===== src/sv/efr_pkg.sv =====
package efr_pkg;

	// Default store depth.
	localparam int FRAME_BYTES_DEF = 160;

	// Framing bytes.
	localparam logic [7:0] SYNC_A   = 8'h55;
	localparam logic [7:0] SYNC_B   = 8'hAA;
	localparam logic [7:0] ESC_BYTE = 8'hF0;

	// Request codes.
	localparam logic [1:0] REQ_RX    = 2'd0;
	localparam logic [1:0] REQ_READ  = 2'd1;
	localparam logic [1:0] REQ_CLEAR = 2'd2;

	typedef enum logic [1:0] {
		EVT_NONE     = 2'd0,
		EVT_DONE     = 2'd1,
		EVT_OVERFLOW = 2'd2,
		EVT_READ     = 2'd3
	} evt_t;

	// Result fields decided in the processing stage.
	typedef struct packed {
		evt_t       event_code;
		logic [7:0] command_byte;
		logic [7:0] raw_length;
		logic [7:0] frame_length;
		logic       id_length_bad;
	} res_t;

endpackage


===== src/sv/efr_ram.sv =====
module efr_ram #(
	parameter int WIDTH = 8,
	parameter int DEPTH = 160,
	localparam int AW = $clog2(DEPTH)
) (
	input  logic             clk,
	input  logic             we,
	input  logic [AW-1:0]    waddr,
	input  logic [WIDTH-1:0] wdata,
	input  logic             re,
	input  logic [AW-1:0]    raddr,
	output logic [WIDTH-1:0] rdata
);

	logic [WIDTH-1:0] mem_q [DEPTH];

	always_ff @(posedge clk) begin
		if (we) begin
			mem_q[waddr] <= wdata;
		end
		if (re) begin
			rdata <= mem_q[raddr];
		end
	end

endmodule


===== src/sv/efr_deframer.sv =====
module efr_deframer #(
	parameter int FRAME_BYTES = efr_pkg::FRAME_BYTES_DEF,
	localparam int AW = $clog2(FRAME_BYTES)
) (
	input  logic                clk,
	input  logic                arst_n,
	input  logic                go,
	input  logic [1:0]          req_type,
	input  logic [7:0]          rx_byte,
	input  logic [7:0]          read_index,
	output efr_pkg::res_t       res,
	output logic                wr_en,
	output logic [AW-1:0]       wr_addr,
	output logic [7:0]          wr_data,
	output logic                rd_en,
	output logic [AW-1:0]       rd_addr
);

	import efr_pkg::*;

	localparam int CW = $clog2(FRAME_BYTES + 1);
	localparam logic [CW-1:0] LIMIT = CW'(FRAME_BYTES);
	localparam logic [8:0] LIMIT9 = 9'(FRAME_BYTES);

	logic [CW-1:0] raw_q, stored_q;
	logic          esc_q;
	logic [7:0]    prev_q, cmd_q;

	logic [CW-1:0] raw_d, stored_d, pos;
	logic          esc_d;
	logic [7:0]    prev_d, cmd_d;
	logic          put;
	logic [7:0]    put_val;
	logic          room;

	assign pos     = raw_q + CW'(1);
	assign room    = stored_q < LIMIT;
	assign rd_addr = read_index[AW-1:0];
	assign wr_addr = stored_q[AW-1:0];
	assign wr_data = put_val;
	assign wr_en   = go && put && room;

	always_comb begin
		raw_d    = raw_q;
		stored_d = stored_q;
		esc_d    = esc_q;
		prev_d   = prev_q;
		cmd_d    = cmd_q;
		put      = 1'b0;
		put_val  = rx_byte;
		rd_en    = 1'b0;
		res      = '0;

		unique case (req_type)
			REQ_READ: begin
				if ({1'b0, read_index} < LIMIT9) begin
					rd_en          = go;
					res.event_code = EVT_READ;
				end
			end
			REQ_CLEAR: begin
				raw_d    = '0;
				stored_d = '0;
				esc_d    = 1'b0;
			end
			REQ_RX: begin
				prev_d = rx_byte;
				if (pos == CW'(1) || pos == CW'(2)) begin
					// Header: drop a wrong sync byte and restart
					if ((pos == CW'(1) && rx_byte != SYNC_A) ||
					    (pos == CW'(2) && rx_byte != SYNC_B)) begin
						raw_d    = '0;
						stored_d = '0;
						esc_d    = 1'b0;
					end else begin
						raw_d = pos;
						put   = 1'b1;
					end
				end else begin
					raw_d = pos;
					if (esc_q) begin
						put     = 1'b1;
						put_val = rx_byte ^ ESC_BYTE;
						esc_d   = 1'b0;
					end else if (rx_byte == ESC_BYTE) begin
						esc_d = 1'b1;
					end else begin
						put = 1'b1;
					end
				end

				if (put && room) begin
					stored_d = stored_q + CW'(1);
					if (stored_q == CW'(2)) begin
						cmd_d = put_val;
					end
				end

				if (pos > CW'(2)) begin
					if (pos >= LIMIT) begin
						res.event_code = EVT_OVERFLOW;
						raw_d          = '0;
						stored_d       = '0;
						esc_d          = 1'b0;
					end else if (prev_q == SYNC_B && rx_byte == SYNC_A) begin
						res.event_code    = EVT_DONE;
						res.command_byte  = cmd_d;
						res.raw_length    = 8'(pos);
						res.frame_length  = 8'(stored_d);
						res.id_length_bad = (cmd_d == 8'd0) && (pos != CW'(5));
						raw_d             = '0;
						stored_d          = '0;
						esc_d             = 1'b0;
					end
				end
			end
			default: begin
			end
		endcase
	end

	always_ff @(posedge clk or negedge arst_n) begin
		if (!arst_n) begin
			raw_q    <= '0;
			stored_q <= '0;
			esc_q    <= 1'b0;
			prev_q   <= '0;
			cmd_q    <= '0;
		end else if (go) begin
			raw_q    <= raw_d;
			stored_q <= stored_d;
			esc_q    <= esc_d;
			prev_q   <= prev_d;
			cmd_q    <= cmd_d;
		end
	end

endmodule


===== src/sv/escaped_frame_receiver.sv =====
// An accepted item waits in the input register, then passes through the processing
// stage into the result register, where it is held until the output handshake.
// Throughput: one item per cycle, set by the single processing stage and the
// store's one write and one read port; output stalls hold the pipeline.
// Reset (arst_n, asynchronous) empties the pipeline, clears all framing state and
// marks every store entry unwritten, so it reads as zero straight after reset.
module escaped_frame_receiver #(
	parameter int FRAME_BYTES = efr_pkg::FRAME_BYTES_DEF
) (
	input  logic       clk,
	input  logic       arst_n,
	input  logic       in_valid,
	output logic       in_ready,
	input  logic [1:0] req_type,
	input  logic [7:0] rx_byte,
	input  logic [7:0] read_index,
	output logic       out_valid,
	input  logic       out_ready,
	output logic [1:0] event_code,
	output logic [7:0] command_byte,
	output logic [7:0] raw_length,
	output logic [7:0] frame_length,
	output logic       id_length_bad,
	output logic [7:0] read_data
);

	import efr_pkg::*;

	localparam int AW = $clog2(FRAME_BYTES);

	// Input register: holds the accepted item while it is processed.
	logic       valid_s1;
	logic [1:0] req_type_s1;
	logic [7:0] rx_byte_s1;
	logic [7:0] read_index_s1;

	// Result register.
	logic       valid_s2;
	res_t       res_s2;
	logic       hit_s2;

	logic          go;
	res_t          res;
	logic          wr_en, rd_en;
	logic [AW-1:0] wr_addr, rd_addr;
	logic [7:0]    wr_data, rd_data;

	// Per-entry written marks: an entry never written reads as zero.
	logic [FRAME_BYTES-1:0] vld_q;

	// Advance the processing stage when the result register is free or being
	// emptied; this is also the only time framing state and the store change.
	assign go       = valid_s1 && (!valid_s2 || out_ready);
	assign in_ready = !valid_s1 || go;

	always_ff @(posedge clk or negedge arst_n) begin
		if (!arst_n) begin
			valid_s1 <= 1'b0;
		end else if (in_valid && in_ready) begin
			valid_s1 <= 1'b1;
		end else if (go) begin
			valid_s1 <= 1'b0;
		end
	end

	always_ff @(posedge clk) begin
		if (in_valid && in_ready) begin
			req_type_s1   <= req_type;
			rx_byte_s1    <= rx_byte;
			read_index_s1 <= read_index;
		end
	end

	efr_deframer #(
		.FRAME_BYTES(FRAME_BYTES)
	) u_deframer (
		.clk        (clk),
		.arst_n     (arst_n),
		.go         (go),
		.req_type   (req_type_s1),
		.rx_byte    (rx_byte_s1),
		.read_index (read_index_s1),
		.res        (res),
		.wr_en      (wr_en),
		.wr_addr    (wr_addr),
		.wr_data    (wr_data),
		.rd_en      (rd_en),
		.rd_addr    (rd_addr)
	);

	// Frame store: unescaped bytes written on the fly, read back on request.
	// Read data is registered, so it lines up with the result register.
	efr_ram #(
		.WIDTH(8),
		.DEPTH(FRAME_BYTES)
	) u_store (
		.clk   (clk),
		.we    (wr_en),
		.waddr (wr_addr),
		.wdata (wr_data),
		.re    (rd_en),
		.raddr (rd_addr),
		.rdata (rd_data)
	);

	// Mark an entry once written; the marks are never cleared after reset.
	always_ff @(posedge clk or negedge arst_n) begin
		if (!arst_n) begin
			vld_q <= '0;
		end else if (wr_en) begin
			vld_q[wr_addr] <= 1'b1;
		end
	end

	always_ff @(posedge clk or negedge arst_n) begin
		if (!arst_n) begin
			valid_s2 <= 1'b0;
		end else if (go) begin
			valid_s2 <= 1'b1;
		end else if (out_ready) begin
			valid_s2 <= 1'b0;
		end
	end

	always_ff @(posedge clk) begin
		if (go) begin
			res_s2 <= res;
			hit_s2 <= vld_q[rd_addr];
		end
	end

	assign out_valid     = valid_s2;
	assign event_code    = res_s2.event_code;
	assign command_byte  = res_s2.command_byte;
	assign raw_length    = res_s2.raw_length;
	assign frame_length  = res_s2.frame_length;
	assign id_length_bad = res_s2.id_length_bad;
	// Show store data only on a read result from an entry that has been written.
	assign read_data     = (res_s2.event_code == EVT_READ && hit_s2) ? rd_data : 8'd0;

endmodule


===== config.mk =====
export PLATFORM = sky130hd
export DESIGN_NAME = escaped_frame_receiver
export DESIGN_NICKNAME = d
export VERILOG_FILES = /design/src/sv/efr_pkg.sv /design/src/sv/efr_ram.sv /design/src/sv/efr_deframer.sv /design/src/sv/escaped_frame_receiver.sv
export SDC_FILE = /design/constraint.sdc
export NUM_CORES = 1
export LEC_CHECK = 0
export ABC_CLOCK_PERIOD_IN_PS = 16500
export BUFFER_PORTS_ARGS = -buffer_cell sky130_fd_sc_hd__buf_2
export CORE_ASPECT_RATIO = 1.4
export CORE_MARGIN = 2
export CORE_UTILIZATION = 25
export CTS_BUF_LIST = sky130_fd_sc_hd__clkbuf_4 sky130_fd_sc_hd__clkbuf_8 sky130_fd_sc_hd__clkbuf_16
export CTS_CLUSTER_DIAMETER = 120
export CTS_CLUSTER_SIZE = 30
export DETAILED_ROUTE_END_ITERATION = 10
export PLACE_DENSITY_LB_ADDON = 0.25
export SETUP_SLACK_MARGIN = 0.15
export SYNTH_ARGS = -nofsm -noshare
export SYNTH_HDL_FRONTEND = slang
export SYNTH_SLANG_ARGS = --single-unit

===== constraint.sdc =====
create_clock -name clk -period 16.5 [get_ports clk]
set_input_delay 0 -clock clk [delete_from_list [all_inputs] [get_ports clk]]
set_output_delay 0 -clock clk [all_outputs]
set_load 0.05 [all_outputs]

* After elaboration in Yosys (flattened, before gate mapping)
Memory sizes are Yosys's and may differ from the RTL's. A register that Yosys moved wholly into a read port is not among the register bits.
Cells that the tools add are included.
** Storage, ports and cells
- Bits in registers :: 241
- Output and inout bits :: 37
- Memory bits (read-only) :: 0
- Memories kept :: 1
- Input port bits :: 22
- RAM bits :: 1280
- Bits in latches :: 0
- Word-level logic and storage cells :: 121
** Operators by class
- Bitwise logic cells :: 5
- Divide/modulo/power cells :: 0
- $mul :: 0
- Shift operators :: 0
- Reduce and logical (&&, ||, !) cells :: 25
- Eq/ne operators :: 12
- Multiplexer cells :: 52
- Add/sub/neg operators :: 2
- Order comparisons :: 7
** Memories
- u_store.mem_q :: depth 160, bits a word 8, rd ports 1, clocked after memory_dff 1, wr ports 1, line efr_ram.sv:15 : logic [WIDTH-1:0] mem_q [DEPTH];
** Operators with widths (number)
- 160-bit OR :: 1
- 8-bit two-way mux :: 18
- 8-bit one-hot mux with 2 select lines :: 2
- 27-bit two-way mux :: 1
- 26-bit two-way mux :: 1
- 25-bit two-way mux :: 1
- 1-bit two-way mux :: 23
- 8-bit by 9-bit less-than comparator with 1-bit output, second input constant :: 2
- 8-bit by 1-bit adder with 8-bit output, second input constant :: 2
- 8-bit by 2-bit equality test with 1-bit output, second input constant :: 2
- 8-bit equality test, second input constant :: 2
- 8-bit less-than comparator, second input constant :: 2
- 1-bit logical AND :: 11
- 1-bit binary-select mux with 8-bit select :: 1
- 1-bit demux with 8-bit select :: 1
- 8-bit by 1-bit equality test with 1-bit output, second input constant :: 1
- 8-bit by 7-bit equality test with 1-bit output, second input constant :: 1
- 8-bit by 1-bit >= comparator with 1-bit output, second input constant :: 1
- 8-bit >= comparator, second input constant :: 1
- 8-bit by 2-bit greater-than comparator with 1-bit output, second input constant :: 1
- 8-bit zero test :: 1
- 8-bit by 3-bit != test with 1-bit output, second input constant :: 1
- 8-bit by 7-bit != test with 1-bit output, second input constant :: 1
- 8-bit != test, second input constant :: 1
- 13 further kinds :: 24

* Logic depth before layout (Yosys ltp)
- Word-level depth :: 16
- Mapped depth :: 12

* Hierarchy
A second synthesis with hierarchy kept.
** Unflattened totals
- Cells, all modules :: 3378
- Area total of the unflattened synthesis :: 61547.8 µm²
** Modules (own cells, without submodules)
- efr_ram :: cells an instance 2489, instances 1, area an instance 50462.1 µm²
- escaped_frame_receiver :: cells an instance 594, instances 1, area an instance 8577.0 µm²
- efr_deframer :: cells an instance 295, instances 1, area an instance 2508.7 µm²

* Worst setup path after synthesis
No wires, ideal clock.
- Kind :: register to register
- Start point :: reg u_deframer.raw_q[1]
- End point :: mem u_store.mem_q[0][4], data pin
- Path buffers :: 3
- Arrival time :: 6.938 ns
- Data required time :: 15.389 ns
- Path slack :: 8.451 ns
- Stages on the path, launching flop included :: 11
- Cell sequence :: dfrtp_1 > ha_1 > buf_2 > and4_1 > o311ai_1 > nand3_1 > a21o_1 > clkbuf_1 > or3_1 > clkbuf_1 > xnor2_1
** On the way
- Cells in the longest elaborated chain, start to end :: 5
- Elaborated cells on any way between the ends :: 6
- Those cells by class :: add/sub: 1; eq/ne: 2; mux: 2; reduce/logical: 1
** Ends and longest elaborated chain
- start: declaration :: line efr_deframer.sv:25 : logic [CW-1:0] raw_q, stored_q;
- start signal: assignment :: line efr_deframer.sv:130 : raw_q <= raw_d;
- 8-bit by 1-bit adder with 8-bit output * :: line efr_deframer.sv:36 : assign pos = raw_q + CW'(1);
- 8-bit by 1-bit equality test with 1-bit output or 8-bit by 2-bit equality test with 1-bit output (tied branches) :: line efr_deframer.sv:68 : if (pos == CW'(1) || pos == CW'(2)) begin
- 1-bit logical OR * :: line efr_deframer.sv:68
- 8-bit two-way mux * :: line efr_deframer.sv:68
- 8-bit two-way mux * :: line efr_deframer.sv:54 : unique case (req_type)
- net u_deframer.wr_data[4] :: line efr_deframer.sv:14 : output logic [7:0] wr_data,
- end: declaration :: line efr_ram.sv:15
The timed path passes the listed nets; every way through them passes the cells marked *.

* Final worst setup path
- Start point :: reg u_deframer.raw_q[0]
- End point :: mem u_store.mem_q[135][7], data pin
Same word-level chain as after synthesis.

==> impl_metrics.csv <==
group,metric,value,unit
routing,initialDrtViolationCount,2448,
clock_tree,post_cts_resized,0,
floorplan,rows,212,
critical_path,worstPathArrival,5440,ps
final_layout,regArea,44900,um^2
sta,final.setup.tns,0,ps
critical_path,path_class,"reg -> reg",
synthesis,syn-cell-area,59700,um^2
global_routing,overflow,0,
final_layout,nFillCells,23600,
final_layout,drive_above_1_share,0.227,
run,max-cap-violations,1,
sta,min_period_over_period,0.306,
synthesis,syn_inst,2949,
final_layout,multiInputGateArea,13900,um^2
clock_tree,cts_sinks,1529,
sta,worst_slack,11450,ps
sta,fin_crit,5050,ps
synthesis,synth.distinct_cells,62,
sta,slew_headroom,0.0170,
placed_design,place.gp.congestion,0.746,
sta,clock_skew,32.3,ps
outcome,status,"finished, violations left",
placed_design,dp_slack,11440,ps
global_routing,grt_pass1_vias,30600,
clock_tree,clk_pin_slew,120,ps
global_routing,track_usage,0.135,
sta,max_freq,198,MHz
critical_path,reg2reg_depth,9,
synthesis,yosys_warnings,0,
critical_path,end_kind,"register",
final_layout,final_cell_mix,"edfxtp_1, mux4_2, nor2_1",
clock_tree,h-tree-depth,2,
routing,dr.pass1.iters,5,
routing,vias,28500,
sta,worst_slew_pin_slew,1460,ps
routing,wirelength,165,mm
final_layout,fin_nets,3020,
floorplan,die_x,417,um
floorplan,ios,59,
sta,rsz0062_at_grt,"no",
clock_tree,cts_root_buffer,"clkbuf_16",
critical_path,path_max_fanout,84,
global_routing,grt_antenna_before_repair,9,
final_layout,area_growth,10.7,%
sta,setup_viol,0,
power_and_ir_drop,p_leak,20.4,nW
routing,drcViolationCount,0,
critical_path,critical_path_required,16890,ps
floorplan,die_h,582,um
routing,post_drt_wl_per_cell,26.9,um
synthesis,synth_edf_count,1334,
clock_tree,clk_latency,740,ps
synthesis,ys_ff_latch,1529,
sta,drv_slew,0,
placed_design,portBuffers,58,
routing,via_per_inst,4.63,
clock_tree,cts_tree,"built",
outcome,violations,"capacitance limit",
floorplan,die-area,243000,um^2
sta,hold_ws,35.7,ps
global_routing,grt_pass1_wl,235,mm
synthesis,ys_seq_area_frac,0.753,
final_layout,final_area,66000,um^2
floorplan,core_area,238000,um^2
synthesis,synthArstFlopShare,0.128,
placed_design,place_area,63800,um^2
power_and_ir_drop,power_density,102,nW/um^2
power_and_ir_drop,ir_drop,0.0969,mV
clock_tree,cts.path.max_buffers,3,
placed_design,hpwl,101,mm
synthesis,synth.net_count,2977,
critical_path,startpoint_type,"register",
floorplan,start_util,0.251,
synthesis,avgSynthCellArea,20.2,um^2
global_routing,grt_max_degree,166,
worst_hold_path,hold_path_class,"in -> reg",
routing,postRouteAntennaNets,0,
worst_hold_path,hold_depth,2,
synthesis,ys.flop_type,"edfxtp_1",
clock_tree,cts-buffers-inserted,56,
final_layout,final_common_cell,"edfxtp_1",
sta,final_hold_viol_count,0,
[stage by stage]
stage / std cells / power, mW / util
finish: 6142 / 6.72 / 0.278
global route: 6139 / 6.93 / 0.278
CTS: 6131 / 6.80 / 0.278
detailed placement: 5997 / 4.91 / 0.269
global placement: 5997 / 4.91 / 0.269
floorplan: 2949 / 4.66 / -
[routing by layer]
layer  wire length (um)  GRT usage  vias up
li1                   -          -    12100
met2              89400      0.247      531
met3               5420     0.0162      171
met4               6750     0.0569        0
met5                  0          0        -
met1              63700      0.159    15700
[state kept, by name, indices dropped and copies added (netlist names), 8 cells and up]
signal / count
command_byte: 8
frame_length: 8
raw_length: 8
read_index_s1: 8
rx_byte_s1: 8
u_deframer.cmd_q: 8
u_deframer.prev_q: 8
u_deframer.raw_q: 8
u_deframer.wr_addr: 8
u_store.mem_q: 1280
u_store.rdata: 8
vld_q: 160
[synth_stat cells (18+ instances only)]
| cell type | number | area share |
|---|---|---|
| a21oi_1 | 22 | 0.0018 |
| mux4_2 | 386 | 0.15 |
| mux2i_1 | 18 | 0.0030 |
| nor2_1 | 204 | 0.013 |
| dfrtp_1 | 195 | 0.082 |
| buf_2 | 45 | 0.0038 |
| clkbuf_1 | 113 | 0.0071 |
| edfxtp_1 | 1334 | 0.67 |
| nor4_1 | 34 | 0.0036 |
| o21bai_1 | 159 | 0.020 |
| buf_1 | 44 | 0.0028 |
| o22ai_1 | 130 | 0.014 |
| nand2_1 | 35 | 0.0022 |
[timing repair]
action                                 CTS  global route
endpoints found under the hold margin  217             0
hold buffers                            40             0
setup buffers                            0             0
[worst max-delay path: stages, from the launching register on]
cell and delay (ps):
dfrtp_1 570, ha_1 460, xor2_1 110, or4_4 450
a2111oi_4 560, a21o_1 370, or3_1 360, xnor2_2 180
buf_4 630, buf_4 830
[kinds of logic after synthesis]
group / share of synthesized area
flops: 0.753
mux: 0.152
compound gates: 0.0442
simple gates: 0.0309
buf+inv: 0.0149
xor+xnor: 0.00294
fa+ha+maj: 0.00126
[path summary, 6_finish.rpt]
kind / startpoint / endpoint / slack [ps]
setup / recovery: u_deframer.raw_q[0]$_DFFE_PN0P_ / u_store.mem_q[135][7]$_DFFE_PP_ / 11450
hold / removal: read_index[6] / read_index_s1[6]$_DFFE_PP_ / 40
setup reg to reg: u_deframer.raw_q[0]$_DFFE_PN0P_ / u_store.mem_q[135][7]$_DFFE_PP_ / 11450
hold reg to reg: vld_q[38]$_DFFE_PN0P_ / vld_q[38]$_DFFE_PN0P_ / 480
max in group asynchronous: arst_n / vld_q[22]$_DFFE_PN0P_ / 15140
min in group asynchronous: arst_n / u_deframer.cmd_q[3]$_DFFE_PN0P_ / 400
[area by class of cell]
cell class	instances	area share
multi-input combinational	1203	0.211
clock inverter	2	0.000512
inverter	12	0.000682
clock buffer	92	0.0258
tap	3103	0.0588
timing repair buffer	190	0.0221
antenna	11	0.000417
sequential	1529	0.681
[power by group]
group / leakage [nW] / switching [mW] / total, mW / internal (mW)
combinational: 4.79 / 0.376 / 0.552 / 0.177
clock: 0.891 / 1.17 / 1.91 / 0.730
sequential: 14.7 / 0.0254 / 4.26 / 4.24
(Power assumes the default switching activity.)
